==> config.mk <==
export PLATFORM = sky130hd
export DESIGN_NAME = charge_power_energy_eta_meter_unit
export DESIGN_NICKNAME = d
export VERILOG_FILES = /design/src/rtl/cpem_pkg.sv /design/src/rtl/charge_power_energy_eta_meter_unit.sv
export VERILOG_INCLUDE_DIRS = /design/src /design/src/rtl
export SDC_FILE = /design/constraint.sdc
export NUM_CORES = 2
export LEC_CHECK = 0
export ABC_AREA = 1
export ABC_CLOCK_PERIOD_IN_PS = 11400
export BUFFER_PORTS_ARGS = -buffer_cell sky130_fd_sc_hd__buf_2
export CORE_MARGIN = 1
export CORE_UTILIZATION = 30
export CTS_BUF_LIST = sky130_fd_sc_hd__clkbuf_8
export CTS_CLUSTER_DIAMETER = 120
export CTS_CLUSTER_SIZE = 10
export DETAILED_ROUTE_END_ITERATION = 8
export SLEW_MARGIN = 10
export SYNTH_ARGS = -nofsm -noshare
export SYNTH_HDL_FRONTEND = slang
export SYNTH_SLANG_ARGS = --single-unit
==> constraint.sdc <==
create_clock -name aclk -period 11.4 [get_ports aclk]
set_input_delay 2.28 -clock aclk [delete_from_list [all_inputs] [get_ports aclk]]
set_output_delay 2.28 -clock aclk [all_outputs]
set_load 0.05 [all_outputs]
==> src/rtl/assert_macros.svh <==
// Assertion macros shared by the RTL of the charge power meter.
// No dependencies; include with the bare file name.
`ifndef ASSERT_MACROS_SVH
`define ASSERT_MACROS_SVH

// Condition that must hold at every clock edge out of reset.
`define ASSERT_ALWAYS(label, clk, rst_n, expr, msg) \
    label: assert property (@(posedge clk) disable iff (!(rst_n)) (expr)) \
        else $error(msg);

// Condition that must hold in the cycle after a trigger.
`define ASSERT_NEXT(label, clk, rst_n, trig, expr, msg) \
    label: assert property (@(posedge clk) disable iff (!(rst_n)) (trig) |=> (expr)) \
        else $error(msg);

// Condition that must hold in the same cycle as a trigger.
`define ASSERT_IMPLY(label, clk, rst_n, trig, expr, msg) \
    label: assert property (@(posedge clk) disable iff (!(rst_n)) (trig) |-> (expr)) \
        else $error(msg);

`endif

==> src/rtl/cpem_pkg.sv <==
// Package for the charge power meter: field widths, beat layout and constants.
// No dependencies.
package cpem_pkg;

    // field widths
    localparam int POWER_W  = 20;   // non-negative power sample
    localparam int PIN_W    = 21;   // signed power field
    localparam int TIME_W   = 32;
    localparam int SOC_W    = 15;
    localparam int CAP_W    = 18;
    localparam int AVG_W    = 21;
    localparam int ENERGY_W = 56;
    localparam int TGT_W    = 8;
    localparam int ETA_W    = 17;

    // beat layout
    localparam int IN_W       = 88;
    localparam int OUT_W      = 104;
    localparam int IN_PWR_LSB = 0;
    localparam int IN_TIM_LSB = 21;
    localparam int IN_SOD_LSB = 53;
    localparam int IN_SOR_LSB = 68;
    localparam int OUT_AVG_LSB = 0;
    localparam int OUT_ENG_LSB = 21;
    localparam int OUT_TGT_LSB = 77;
    localparam int OUT_ETA_LSB = 85;

    // APB register map
    localparam int APB_ADDR_W = 3;
    localparam int APB_DATA_W = 32;
    localparam logic REG_CAP_IDX = 1'b0;
    localparam logic [CAP_W-1:0] CAP_RESET = 18'd131000;

    // shared multiplier operand widths
    localparam int MUL_A_W = 38;
    localparam int MUL_B_W = 20;
    localparam int MUL_P_W = MUL_A_W + MUL_B_W;

    // shared restoring divider: quotient bits per run
    localparam int DIV_STEPS = 20;
    localparam int DIV_CNT_W = 5;
    localparam int SAT_SHIFT = 17;  // quotient at or above 2**17 saturates at once

    // time-to-target scaling
    localparam int D60_W       = 20;   // (goal - soc) * 60 fits here
    localparam int SCALE_DEN_W = 14;   // 10000 fits here
    localparam logic [MUL_B_W-1:0] MIN_SCALE  = 20'd60;
    localparam logic [MUL_B_W-1:0] SOC_SCALE  = 20'd10000;
    localparam logic [SOC_W-2:0]   SOC_KNEE   = 14'd8000;
    localparam logic [SOC_W-2:0]   SOC_FULL   = 14'd10000;
    localparam logic [TGT_W-1:0]   TARGET_LOW  = 8'd80;
    localparam logic [TGT_W-1:0]   TARGET_HIGH = 8'd100;
    localparam logic [ETA_W-1:0]   ETA_MAX     = 17'd65535;

endpackage

==> src/rtl/charge_power_energy_eta_meter_unit.sv <==
// Charge power meter top level: averaging ring, energy integrator, time-to-target.
// Depends on cpem_pkg and assert_macros.svh.
// Path from input beat to result beat: the worst path adds the energy step
//   and runs the shared 20-step restoring divider twice (window average, then time to target).
// Input beats are taken one at a time, only in idle; a result waiting on m_tready holds the sequencer.
// Reset: synchronous on aresetn low; ring fill and slot, sums, session and energy clear, capacity = 131000.
`include "assert_macros.svh"

module charge_power_energy_eta_meter_unit #(
    parameter int WINDOW_DEPTH = 8
) (
    input  logic                             aclk,
    input  logic                             aresetn,
    // input beats
    input  logic                             s_tvalid,
    output logic                             s_tready,
    // power_w[20:0], time_ms[52:21], soc_display[67:53], soc_raw[82:68], zeros above
    input  logic [cpem_pkg::IN_W-1:0]        s_tdata,
    // result beats
    output logic                             m_tvalid,
    input  logic                             m_tready,
    // avg_power_w[20:0], session_energy_wms[76:21], target_pct[84:77],
    // eta_minutes[101:85], zeros above
    output logic [cpem_pkg::OUT_W-1:0]       m_tdata,
    // configuration
    input  logic                             psel,
    input  logic                             penable,
    input  logic                             pwrite,
    input  logic [cpem_pkg::APB_ADDR_W-1:0]  paddr,
    input  logic [cpem_pkg::APB_DATA_W-1:0]  pwdata,
    output logic [cpem_pkg::APB_DATA_W-1:0]  prdata,
    output logic                             pready
);

    // derived widths
    localparam int SLOT_W = (WINDOW_DEPTH > 1) ? $clog2(WINDOW_DEPTH) : 1;
    localparam int FILL_W = $clog2(WINDOW_DEPTH + 1);
    localparam int SUM_W  = cpem_pkg::POWER_W + SLOT_W;
    localparam int DEN_W  = cpem_pkg::SCALE_DEN_W + SUM_W;
    localparam int NUM_W  = cpem_pkg::D60_W + cpem_pkg::CAP_W + FILL_W;
    localparam logic [FILL_W-1:0] FILL_MAX = FILL_W'(WINDOW_DEPTH);
    localparam logic [SLOT_W-1:0] SLOT_LAST = SLOT_W'(WINDOW_DEPTH - 1);
    localparam logic [cpem_pkg::DIV_CNT_W-1:0] DIV_LAST =
        cpem_pkg::DIV_CNT_W'(cpem_pkg::DIV_STEPS - 1);

    typedef enum logic [3:0] {
        ST_IDLE, ST_UPDATE, ST_EMUL, ST_EACC, ST_AVG_SET, ST_AVG_DIV, ST_ETA_SET,
        ST_MUL_CAP, ST_MUL_FILL, ST_MUL_DEN, ST_ETA_CHK, ST_ETA_DIV, ST_DONE
    } state_t;

    state_t state_reg, state_next;

    // latched sample
    logic [cpem_pkg::POWER_W-1:0] pw_reg, pw_next;
    logic [cpem_pkg::TIME_W-1:0]  now_reg, now_next;
    logic [cpem_pkg::SOC_W-1:0]   soc_reg, soc_next;

    // meter state
    logic [cpem_pkg::CAP_W-1:0]    cap_reg, cap_next;
    logic [SLOT_W-1:0]             slot_reg, slot_next;
    logic [FILL_W-1:0]             fill_reg, fill_next;
    logic [SUM_W-1:0]              sum_reg, sum_next;
    logic [cpem_pkg::TIME_W-1:0]   last_reg, last_next;
    logic                          active_reg, active_next;
    logic [cpem_pkg::ENERGY_W-1:0] energy_reg, energy_next;

    // ring memory, read port registered
    logic [cpem_pkg::POWER_W-1:0] ring_mem [WINDOW_DEPTH];
    logic [cpem_pkg::POWER_W-1:0] rd_reg;
    logic                         ring_we;

    // shared arithmetic
    logic [cpem_pkg::MUL_P_W-1:0]   prod_reg, prod_next;
    logic [NUM_W-1:0]               num_reg, num_next;
    logic [DEN_W-1:0]               den_reg, den_next;
    logic [DEN_W-1:0]               rem_reg, rem_next;
    logic [cpem_pkg::DIV_STEPS-1:0] quo_reg, quo_next;
    logic [DEN_W-1:0]               dvs_reg, dvs_next;
    logic [cpem_pkg::DIV_CNT_W-1:0] cnt_reg, cnt_next;

    // result fields
    logic [cpem_pkg::AVG_W-1:0] avg_reg, avg_next;
    logic [cpem_pkg::TGT_W-1:0] tgt_reg, tgt_next;
    logic [cpem_pkg::ETA_W-1:0] eta_reg, eta_next;
    logic                       m_tvalid_reg, m_tvalid_next;
    logic [cpem_pkg::OUT_W-1:0] m_tdata_reg, m_tdata_next;

    // combinational helpers
    logic [cpem_pkg::MUL_A_W-1:0] mul_a;
    logic [cpem_pkg::MUL_B_W-1:0] mul_b;
    logic [cpem_pkg::MUL_P_W-1:0] mul_p;
    logic [DEN_W:0]               div_shift, div_diff;
    logic                         div_ge;
    logic [DEN_W-1:0]             div_rem;
    logic [cpem_pkg::DIV_STEPS-1:0] div_quo;
    logic [cpem_pkg::POWER_W-1:0] w_now, w_old;
    logic [cpem_pkg::TIME_W-1:0]  elapsed;
    logic [cpem_pkg::SOC_W-2:0]   soc_mag, goal;
    logic [cpem_pkg::TGT_W-1:0]   tgt_c;
    logic                         soc_unknown;
    logic [cpem_pkg::ENERGY_W:0]  e_sum;
    logic                         cfg_wr;
    logic [cpem_pkg::SOC_W-1:0]   in_sod, in_sor;

    // ------------------------------------------------------------------
    // APB: one register, write in the access phase
    // ------------------------------------------------------------------
    assign pready = 1'b1;
    assign cfg_wr = psel && penable && pwrite && (paddr[2] == cpem_pkg::REG_CAP_IDX);
    assign prdata = (paddr[2] == cpem_pkg::REG_CAP_IDX) ?
                    cpem_pkg::APB_DATA_W'(cap_reg) : '0;

    assign s_tready = (state_reg == ST_IDLE);
    assign m_tvalid = m_tvalid_reg;
    assign m_tdata  = m_tdata_reg;

    assign in_sod = s_tdata[cpem_pkg::IN_SOD_LSB +: cpem_pkg::SOC_W];
    assign in_sor = s_tdata[cpem_pkg::IN_SOR_LSB +: cpem_pkg::SOC_W];

    // power of the latched sample; only used when it is not negative
    assign w_now = pw_reg;
    // an entry only holds a stored sample once the ring has wrapped
    assign w_old = (fill_reg == FILL_MAX) ? rd_reg : '0;

    // elapsed time wraps modulo 2**32
    assign elapsed = now_reg - last_reg;

    // charge target from the chosen SOC
    assign soc_unknown = soc_reg[cpem_pkg::SOC_W-1];
    assign soc_mag     = soc_reg[cpem_pkg::SOC_W-2:0];
    assign goal  = (soc_mag < cpem_pkg::SOC_KNEE) ? cpem_pkg::SOC_KNEE : cpem_pkg::SOC_FULL;
    assign tgt_c = (soc_mag < cpem_pkg::SOC_KNEE) ? cpem_pkg::TARGET_LOW
                                                  : cpem_pkg::TARGET_HIGH;

    // ------------------------------------------------------------------
    // Shared multiplier: operands chosen by the sequencer step
    // ------------------------------------------------------------------
    always_comb begin
        mul_a = '0;
        mul_b = '0;
        unique case (state_reg)
            ST_EMUL: begin
                mul_a = cpem_pkg::MUL_A_W'(elapsed);
                mul_b = cpem_pkg::MUL_B_W'(w_now);
            end
            ST_ETA_SET: begin
                mul_a = cpem_pkg::MUL_A_W'(goal - soc_mag);
                mul_b = cpem_pkg::MIN_SCALE;
            end
            ST_MUL_CAP: begin
                mul_a = prod_reg[cpem_pkg::MUL_A_W-1:0];
                mul_b = cpem_pkg::MUL_B_W'(cap_reg);
            end
            ST_MUL_FILL: begin
                mul_a = prod_reg[cpem_pkg::MUL_A_W-1:0];
                mul_b = cpem_pkg::MUL_B_W'(fill_reg);
            end
            ST_MUL_DEN: begin
                mul_a = cpem_pkg::MUL_A_W'(sum_reg);
                mul_b = cpem_pkg::SOC_SCALE;
            end
            default: begin
                mul_a = '0;
                mul_b = '0;
            end
        endcase
    end

    assign mul_p = cpem_pkg::MUL_P_W'(mul_a) * cpem_pkg::MUL_P_W'(mul_b);

    // ------------------------------------------------------------------
    // Shared restoring divider step: one quotient bit a cycle
    // ------------------------------------------------------------------
    assign div_shift = {rem_reg, quo_reg[cpem_pkg::DIV_STEPS-1]};
    assign div_ge    = (div_shift >= {1'b0, dvs_reg});
    assign div_diff  = div_shift - {1'b0, dvs_reg};
    assign div_rem   = div_ge ? div_diff[DEN_W-1:0] : div_shift[DEN_W-1:0];
    assign div_quo   = {quo_reg[cpem_pkg::DIV_STEPS-2:0], div_ge};

    // saturating energy add
    assign e_sum = {1'b0, energy_reg} + (cpem_pkg::ENERGY_W + 1)'(prod_reg);

    // ------------------------------------------------------------------
    // Sequencer next state
    // ------------------------------------------------------------------
    always_comb begin
        state_next    = state_reg;
        pw_next       = pw_reg;
        now_next      = now_reg;
        soc_next      = soc_reg;
        cap_next      = cfg_wr ? pwdata[cpem_pkg::CAP_W-1:0] : cap_reg;
        slot_next     = slot_reg;
        fill_next     = fill_reg;
        sum_next      = sum_reg;
        last_next     = last_reg;
        active_next   = active_reg;
        energy_next   = energy_reg;
        prod_next     = prod_reg;
        num_next      = num_reg;
        den_next      = den_reg;
        rem_next      = rem_reg;
        quo_next      = quo_reg;
        dvs_next      = dvs_reg;
        cnt_next      = cnt_reg;
        avg_next      = avg_reg;
        tgt_next      = tgt_reg;
        eta_next      = eta_reg;
        ring_we       = 1'b0;
        m_tvalid_next = m_tready ? 1'b0 : m_tvalid_reg;
        m_tdata_next  = m_tdata_reg;

        unique case (state_reg)
            ST_IDLE: begin
                if (s_tvalid) begin
                    pw_next  = s_tdata[cpem_pkg::IN_PWR_LSB +: cpem_pkg::POWER_W];
                    now_next = s_tdata[cpem_pkg::IN_TIM_LSB +: cpem_pkg::TIME_W];
                    // prefer the displayed SOC, fall back to the raw one
                    soc_next = in_sod[cpem_pkg::SOC_W-1] ? in_sor : in_sod;
                    // a negative sample leaves the meter state alone
                    state_next = s_tdata[cpem_pkg::IN_PWR_LSB + cpem_pkg::PIN_W - 1] ?
                                 ST_AVG_SET : ST_UPDATE;
                end
            end
            ST_UPDATE: begin
                ring_we   = 1'b1;
                sum_next  = sum_reg - SUM_W'(w_old) + SUM_W'(w_now);
                slot_next = (slot_reg == SLOT_LAST) ? '0 : slot_reg + 1'b1;
                if (fill_reg != FILL_MAX) begin
                    fill_next = fill_reg + 1'b1;
                end
                state_next = ST_AVG_SET;
                if (w_now != '0) begin
                    if (!active_reg) begin
                        // fresh session: clear the total and start timing
                        energy_next = '0;
                        active_next = 1'b1;
                        last_next   = now_reg;
                    end else begin
                        state_next = ST_EMUL;
                    end
                end else begin
                    active_next = 1'b0;
                end
            end
            ST_EMUL: begin
                prod_next  = mul_p;
                state_next = ST_EACC;
            end
            ST_EACC: begin
                energy_next = e_sum[cpem_pkg::ENERGY_W] ? '1
                                                         : e_sum[cpem_pkg::ENERGY_W-1:0];
                last_next   = now_reg;
                state_next  = ST_AVG_SET;
            end
            ST_AVG_SET: begin
                if (fill_reg == '0) begin
                    avg_next   = '1;
                    state_next = ST_ETA_SET;
                end else begin
                    rem_next   = DEN_W'(sum_reg >> cpem_pkg::DIV_STEPS);
                    quo_next   = sum_reg[cpem_pkg::DIV_STEPS-1:0];
                    dvs_next   = DEN_W'(fill_reg);
                    cnt_next   = '0;
                    state_next = ST_AVG_DIV;
                end
            end
            ST_AVG_DIV: begin
                rem_next = div_rem;
                quo_next = div_quo;
                cnt_next = cnt_reg + 1'b1;
                if (cnt_reg == DIV_LAST) begin
                    avg_next   = cpem_pkg::AVG_W'(div_quo);
                    state_next = ST_ETA_SET;
                end
            end
            ST_ETA_SET: begin
                tgt_next = soc_unknown ? '1 : tgt_c;
                if (soc_unknown || (fill_reg == '0) || (sum_reg == '0)) begin
                    eta_next   = '1;
                    state_next = ST_DONE;
                end else if (soc_mag >= goal) begin
                    eta_next   = '0;
                    state_next = ST_DONE;
                end else begin
                    prod_next  = mul_p;
                    state_next = ST_MUL_CAP;
                end
            end
            ST_MUL_CAP: begin
                prod_next  = mul_p;
                state_next = ST_MUL_FILL;
            end
            ST_MUL_FILL: begin
                num_next   = mul_p[NUM_W-1:0];
                state_next = ST_MUL_DEN;
            end
            ST_MUL_DEN: begin
                den_next   = mul_p[DEN_W-1:0];
                state_next = ST_ETA_CHK;
            end
            ST_ETA_CHK: begin
                // quotient of 2**17 or more saturates without a division run
                if (DEN_W'(num_reg >> cpem_pkg::SAT_SHIFT) >= den_reg) begin
                    eta_next   = cpem_pkg::ETA_MAX;
                    state_next = ST_DONE;
                end else begin
                    rem_next   = DEN_W'(num_reg >> cpem_pkg::DIV_STEPS);
                    quo_next   = num_reg[cpem_pkg::DIV_STEPS-1:0];
                    dvs_next   = den_reg;
                    cnt_next   = '0;
                    state_next = ST_ETA_DIV;
                end
            end
            ST_ETA_DIV: begin
                rem_next = div_rem;
                quo_next = div_quo;
                cnt_next = cnt_reg + 1'b1;
                if (cnt_reg == DIV_LAST) begin
                    eta_next = (div_quo[cpem_pkg::DIV_STEPS-1:cpem_pkg::ETA_W-1] != '0) ?
                               cpem_pkg::ETA_MAX : cpem_pkg::ETA_W'(div_quo);
                    state_next = ST_DONE;
                end
            end
            ST_DONE: begin
                // park the result once the output register is free
                if (!m_tvalid_reg || m_tready) begin
                    m_tvalid_next = 1'b1;
                    m_tdata_next  = {{(cpem_pkg::OUT_W - cpem_pkg::OUT_ETA_LSB
                                       - cpem_pkg::ETA_W){1'b0}},
                                     eta_reg, tgt_reg, energy_reg, avg_reg};
                    state_next    = ST_IDLE;
                end
            end
            default: begin
                state_next = ST_IDLE;
            end
        endcase
    end

    // ------------------------------------------------------------------
    // State and registered outputs
    // ------------------------------------------------------------------
    always_ff @(posedge aclk) begin
        if (!aresetn) begin
            state_reg    <= ST_IDLE;
            cap_reg      <= cpem_pkg::CAP_RESET;
            slot_reg     <= '0;
            fill_reg     <= '0;
            sum_reg      <= '0;
            last_reg     <= '0;
            active_reg   <= 1'b0;
            energy_reg   <= '0;
            m_tvalid_reg <= 1'b0;
        end else begin
            state_reg    <= state_next;
            cap_reg      <= cap_next;
            slot_reg     <= slot_next;
            fill_reg     <= fill_next;
            sum_reg      <= sum_next;
            last_reg     <= last_next;
            active_reg   <= active_next;
            energy_reg   <= energy_next;
            m_tvalid_reg <= m_tvalid_next;
        end
        pw_reg      <= pw_next;
        now_reg     <= now_next;
        soc_reg     <= soc_next;
        prod_reg    <= prod_next;
        num_reg     <= num_next;
        den_reg     <= den_next;
        rem_reg     <= rem_next;
        quo_reg     <= quo_next;
        dvs_reg     <= dvs_next;
        cnt_reg     <= cnt_next;
        avg_reg     <= avg_next;
        tgt_reg     <= tgt_next;
        eta_reg     <= eta_next;
        m_tdata_reg <= m_tdata_next;
    end

    // ring memory: one write and one registered read at the current slot
    always_ff @(posedge aclk) begin
        if (ring_we) begin
            ring_mem[slot_reg] <= w_now;
        end
        rd_reg <= ring_mem[slot_reg];
    end

    // ------------------------------------------------------------------
    // Assertions
    // ------------------------------------------------------------------
    `ASSERT_ALWAYS(a_fill_bound, aclk, aresetn, fill_reg <= FILL_MAX,
        "fill count beyond window depth")
    `ASSERT_IMPLY(a_empty_sum, aclk, aresetn, fill_reg == '0, sum_reg == '0,
        "window sum non-zero with empty ring")
    `ASSERT_NEXT(a_busy_after_beat, aclk, aresetn, s_tvalid && s_tready, !s_tready,
        "second beat taken while the sequencer is busy")
    `ASSERT_IMPLY(a_eta_needs_target, aclk, aresetn,
        m_tvalid_reg && (m_tdata_reg[cpem_pkg::OUT_ETA_LSB +: cpem_pkg::ETA_W] != '1),
        m_tdata_reg[cpem_pkg::OUT_TGT_LSB +: cpem_pkg::TGT_W] != '1,
        "time to target given without a known target")

endmodule
== Word-level counts from Yosys, hierarchy flattened ==
Memory sizes are Yosys's and may differ from the RTL's. A register that Yosys moved wholly into a read port is not among the register bits.
Index checks and enable logic that the tools add are counted.
Storage, ports and cells
  word-level logic and storage cells: 159
  input port bits: 130
  memories kept: 1
  bits in read-only memories: 0
  memory bits (writable): 160
  bits in latches: 0
  register bits after elaboration: 592
  output and inout port bits: 139
Operators by class
  reduce and logical (&&, ||, !) cells: 31
  shift operators: 0
  $mul: 1
  multiplexer cells: 59
  eq/ne operators: 29
  bitwise operators: 1
  divide/modulo/power cells: 0
  add/subtract/negate cells: 9
  $lt $le $gt $ge: 4
Memory list
  ring_mem: words 8, bits a word 20, read ports 1, clocked after memory_dff 1, write ports 1, line charge_power_energy_eta_meter_unit.sv:68  | logic [cpem_pkg::POWER_W-1:0] ring_mem [WINDOW_DEPTH];
Operators by type and width (number)
  $mux 37: 5
  $mux 56: 3
  $pmux 38 s4: 1
  $mux 57: 2
  $pmux 57 s2: 1
  $pmux 56 s2: 1
  $pmux 37 s3: 1
  $pmux 20 s5: 1
  $mux 17: 5
  $pmux 37 s2: 1
  $mux 32: 2
  $pmux 32 s2: 1
  $mux 20: 3
  $pmux 20 s3: 1
  $add 56x57->57: 1
  $mul 38x20->57: 1
  $pmux 4 s13: 1
  $pmux 17 s3: 1
  $mux 21: 2
  $pmux 21 s2: 1
  $ge 38x37->1: 1
  $ge 25x37->1: 1
  $sub 37x37->37: 1
  $sub 32x32->32: 1
  40 further kinds: 95

== Logic depth before layout (Yosys ltp) ==
  word-level depth: 8
  depth in mapped cells: 50
  gate-level depth less buffers: 49

== Worst setup path after synthesis ==
No wires, ideal clock.
  path kind: reg2reg
  from: register state_reg[3]
  to: register den_reg[32] (data pin)
  period minus slack after synthesis: 8157 ps
  buffers on the path: 3
  library setup time: 269 ps
  cell stages (with the launch flop): 38
  path slack: 3243 ps
  required time: 11131 ps
  data arrival time: 7887 ps
  cell sequence: dfxtp_1 -> inv_1 -> nor2_1 -> inv_2 -> nor2_2 -> nor2_4 -> inv_2 -> buf_6 -> buf_4 -> a22oi_1 -> nand3_1 -> buf_2 -> nand2_1 -> fa_1 -> inv_1 -> fa_1 -> inv_1 -> fa_1 -> [... 2 more ...] -> inv_1 -> fa_1 -> inv_1 -> fa_1 -> inv_1 -> fa_1 -> inv_1 -> ha_1 -> nand2_1 -> nor2_1 -> inv_1 -> nor3_1 -> nand2_1 -> nand3_1 -> nand2_1 -> nand2_1 -> a21oi_1 -> xor2_1
On the way
  cells in the longest elaborated chain, start to end: 4
  elaborated cells on any way between the ends: 9
  classes of those cells: mul: 1; eq/ne: 5; mux: 2; reduce/logical: 1
RTL lines
  start: declaration: line charge_power_energy_eta_meter_unit.sv:51  | state_t state_reg, state_next;
  start signal: assignment: line charge_power_energy_eta_meter_unit.sv:355  | state_reg <= state_next;
  $eq 4x4->1 / $eq 4x3->1 (equally long branches): line charge_power_energy_eta_meter_unit.sv:141  | unique case (state_reg)
  $reduce_or 2->1 (no line)
  $pmux 38 s4: line charge_power_energy_eta_meter_unit.sv:141
  $mul 38x20->57 *: line charge_power_energy_eta_meter_unit.sv:169  | assign mul_p = cpem_pkg::MUL_P_W'(mul_a) * cpem_pkg::MUL_P_W'(mul_b);
  named net mul_p, one bit: line charge_power_energy_eta_meter_unit.sv:91  | logic [cpem_pkg::MUL_P_W-1:0] mul_p;
  end signal: assignment: line charge_power_energy_eta_meter_unit.sv:370  | den_reg <= den_next;
  end: declaration: line charge_power_energy_eta_meter_unit.sv:75  | logic [DEN_W-1:0] den_reg, den_next;
Mark *: on every way through the listed nets, which the timed path passes. The rest lies on a longest branch.
A chain may end at the register's enable or synchronous reset.

== Worst setup path in the final report ==
  from: register soc_reg[8] in the netlist's numbering
  to: register prod_reg[36] in the netlist's numbering (data pin)
On the way
  cells in the longest elaborated chain, start to end: 8
RTL lines
  start: declaration: line charge_power_energy_eta_meter_unit.sv:56  | logic [cpem_pkg::SOC_W-1:0] soc_reg, soc_next;
  start signal: assignment: line charge_power_energy_eta_meter_unit.sv:367  | soc_reg <= soc_next;
  $lt 14x13->1 *: line charge_power_energy_eta_meter_unit.sv:131  | assign goal = (soc_mag < cpem_pkg::SOC_KNEE) ? cpem_pkg::SOC_KNEE : cpem_pkg::SOC_FULL;
  $mux 14 *: line charge_power_energy_eta_meter_unit.sv:131
  named net goal, one bit: line charge_power_energy_eta_meter_unit.sv:98  | logic [cpem_pkg::SOC_W-2:0] soc_mag, goal;
  $sub 14x14->15 *: line charge_power_energy_eta_meter_unit.sv:147  | mul_a = cpem_pkg::MUL_A_W'(goal - soc_mag);
  $pmux 38 s4 *: line charge_power_energy_eta_meter_unit.sv:141
  $mul 38x20->57 *: line charge_power_energy_eta_meter_unit.sv:169
  named net mul_p, one bit: line charge_power_energy_eta_meter_unit.sv:91
  $mux 57: line charge_power_energy_eta_meter_unit.sv:281  | end else if (soc_mag >= goal) begin
  $mux 57: line charge_power_energy_eta_meter_unit.sv:278  | if (soc_unknown || (fill_reg == '0) || (sum_reg == '0)) begin
  $pmux 57 s2 *: line charge_power_energy_eta_meter_unit.sv:212  | unique case (state_reg)
  end signal: assignment: line charge_power_energy_eta_meter_unit.sv:368  | prod_reg <= prod_next;
  end: declaration: line charge_power_energy_eta_meter_unit.sv:73  | logic [cpem_pkg::MUL_P_W-1:0] prod_reg, prod_next;
Mark *: on every way through the listed nets, which the timed path passes. The rest lies on a longest branch. The select of a mux whose other input is x is not followed.

==> qor.yml <==
outcome: "finished, final reports clean"
vias_per_cell: 4.89
grt_usage_pct: 20.3
crit_family: "adder cells"
clock_latency_ns: 0.85
clock_power_share_pct: 16.5
crit_buf_inv: 5
startpoint_type: "flop"
routabilityCongestion: 0.960
place_ws_ns: 1.31
ys_top_cells_by_count: "nand2_1, inv_1, nor2_1, fa_1, edfxtp_1"
grt_pass1_wl_um: 335000
finClkSkew_ns: 0.0799
fin_cells: 10800
finalCriticalPeriod_ns: 10.30
intPower_w: 0.00571
combPwrFrac_pct: 47.0
setup_viol: 0
drc: 0
multi_input_area_um2: 37300
io_pins: 269
ys_top_cells_by_area: "edfxtp_1, fa_1, nand2_1"
cts_resized: 0
synth.most_common_cell: "nand2_1"
seq_area_um2: 21300
hpwl_um: 179000
cts_setup_buffers: 0
synth_top_area_share_pct: 27.6
dp.cells: 10600
worstPathRequired_ns: 11.88
die_w_um: 469
fin_nets: 9028
powerDensity_nw_per_um2: 151
grt_pass1_vias: 54300
antenna_found_initial: 15
vias: 52800
yosys.cell_types.count: 69
max_stage_delay_ns: 0.63
finalHoldViolCount: 0
fin_setup_tns_ns: 0
clockRootBuffer: "clkbuf_8"
post-route-period-util_pct: 90.3
drt-total-wl_um: 223000
syn_area_um2: 65300
placementRows: 170
synth-edff-count: 600
yosysTopAreaCell: "edfxtp_1"
die_h_um: 469
synth-seq-area-share_pct: 32.6
rsz0062_at_grt: "false"
postRouteAntennaNets: 0
swShare_pct: 46.8
first_pass_iters: 6
worst_slack_ns: 1.10
synth_flop_cell: "edfxtp_1"
p_switching_w: 0.00502
io_buffers: 229
ctsHtreeMaxLevel: 3
crit_fanout: 24
final.fill_count: 22600
yosysWarnings: 0
synthCells: 7699
wire_per_inst_um: 20.7
fmaxAchievable_ghz: 0.0971
arrival_ns: 10.78
clock_path_buffers: 3
clk_pin_slew_ns: 0.11
relSlewSlack_pct: 18.5
layout-drive-gt1-share_pct: 7.28
seqPwrFrac_pct: 36.4
syn_area_per_cell_um2: 8.48
endpoint_kind: "flop"
grt-ovfl-total: 0
hold_path.class: "flop to flop"
drt_iter0_markers: 4333
worst_slew_pin_slew_ns: 1.22
cts_buffers: 86
area_growth_pct: 9.11
drv_slew: 0
cts_tree: "yes"
dieArea_um2: 220000
ir_worst_vdd_v: 0.000103
ys_seq_elements: 762
leakagePower_nw: 31.7
largest_reg_flops: 160
cts_sinks: 762
max_cap_violations: 0
coreArea_um2: 215000
cts_hold_buf: 0
ys_async_sr_fraction_pct: 0
worst-setup-path-type: "flop to flop"
grt_max_degree: 66
start_util_pct: 30.3
crit_slowest_cell: "nand2_1"
-- path summary, 6_finish.rpt --
path,slack [ns],from,depth (start not counted),endpoint
max,1.10,soc_reg[8],34,prod_reg[36]
min,0.39,avg_reg[19],0,m_tdata[19]
max reg2reg,1.10,soc_reg[8],34,prod_reg[36]
min reg2reg,0.39,avg_reg[19],0,m_tdata[19]
-- cells in the final DEF (no fill, tap or decap), drive strengths merged, types with 90 or more instances in the layout --
cell type / Yosys / layout
a21oi: 418 / 418
buf: 118 / 306
dfxtp: 162 / 162
edfxtp: 600 / 600
fa: 666 / 666
ha: 347 / 347
inv: 1546 / 1613
nand2: 1787 / 1787
nand3: 201 / 201
nand4: 90 / 90
nor2: 782 / 782
o21ai: 302 / 302
-- worst reg2reg max path: cells and delay by family (launching register included) --
kind / cells / cell delay, ns
XOR/XNOR: 1 / 0.63
AO/OA/AOI/OAI: 2 / 0.87
buffers and inverters: 5 / 0.43
AND/OR/NAND/NOR: 17 / 3.34
adder cells (fa/ha/maj): 9 / 4.17
flip-flops: 1 / 0.51
-- cells by family after synthesis --
group | share of synthesized area (%)
fa+ha+maj | 27.1
compound gates | 8.48
xor+xnor | 1.80
buf+inv | 10.8
flops | 32.6
other cells | 0.0115
simple gates | 19.0
mux | 0.241
-- power by group through the flow --
stage | registers (W) | logic [W] | clock network, W
after global placement | 0.00395 | 0.00495 | 0
after detailed placement | 0.00396 | 0.00497 | 0
after CTS | 0.00390 | 0.00500 | 0.00184
after global routing | 0.00394 | 0.00556 | 0.00193
final | 0.00391 | 0.00505 | 0.00177
after floorplan | 0.00380 | 0.00336 | 0
-- final cells by class --
cell class / count / area share, %
flip-flops and latches: 762 / 29.8
well taps: 2838 / 4.98
multi-input cells: 5179 / 52.4
repair buffers: 306 / 2.42
inverters: 1550 / 8.18
clock buffers: 87 / 1.68
clock inverters: 72 / 0.479
diodes: 3 / 0.0105
-- per-layer routing --
metal,global-route usage [%],vias to the layer above,wire length [um]
li1,-,24500,-
met1,26.5,26000,94200
met2,34.0,1888,104000
met3,2.55,349,15300
met4,8.26,2,9570
met5,0,-,9
-- metrics by stage --
stage	utilization (%)	hold WS, ns	total power (W)	area, um^2
finish	33.1	0.394	0.0107	71200
global route	33.1	0.404	0.0114	71200
CTS	33.1	0.412	0.0107	71200
detailed placement	32.3	0.405	0.00894	69700
global placement	32.3	0.402	0.00890	69700
floorplan	-	0.400	0.00716	65400
Note: power is estimated with default switching activity, not from simulation.
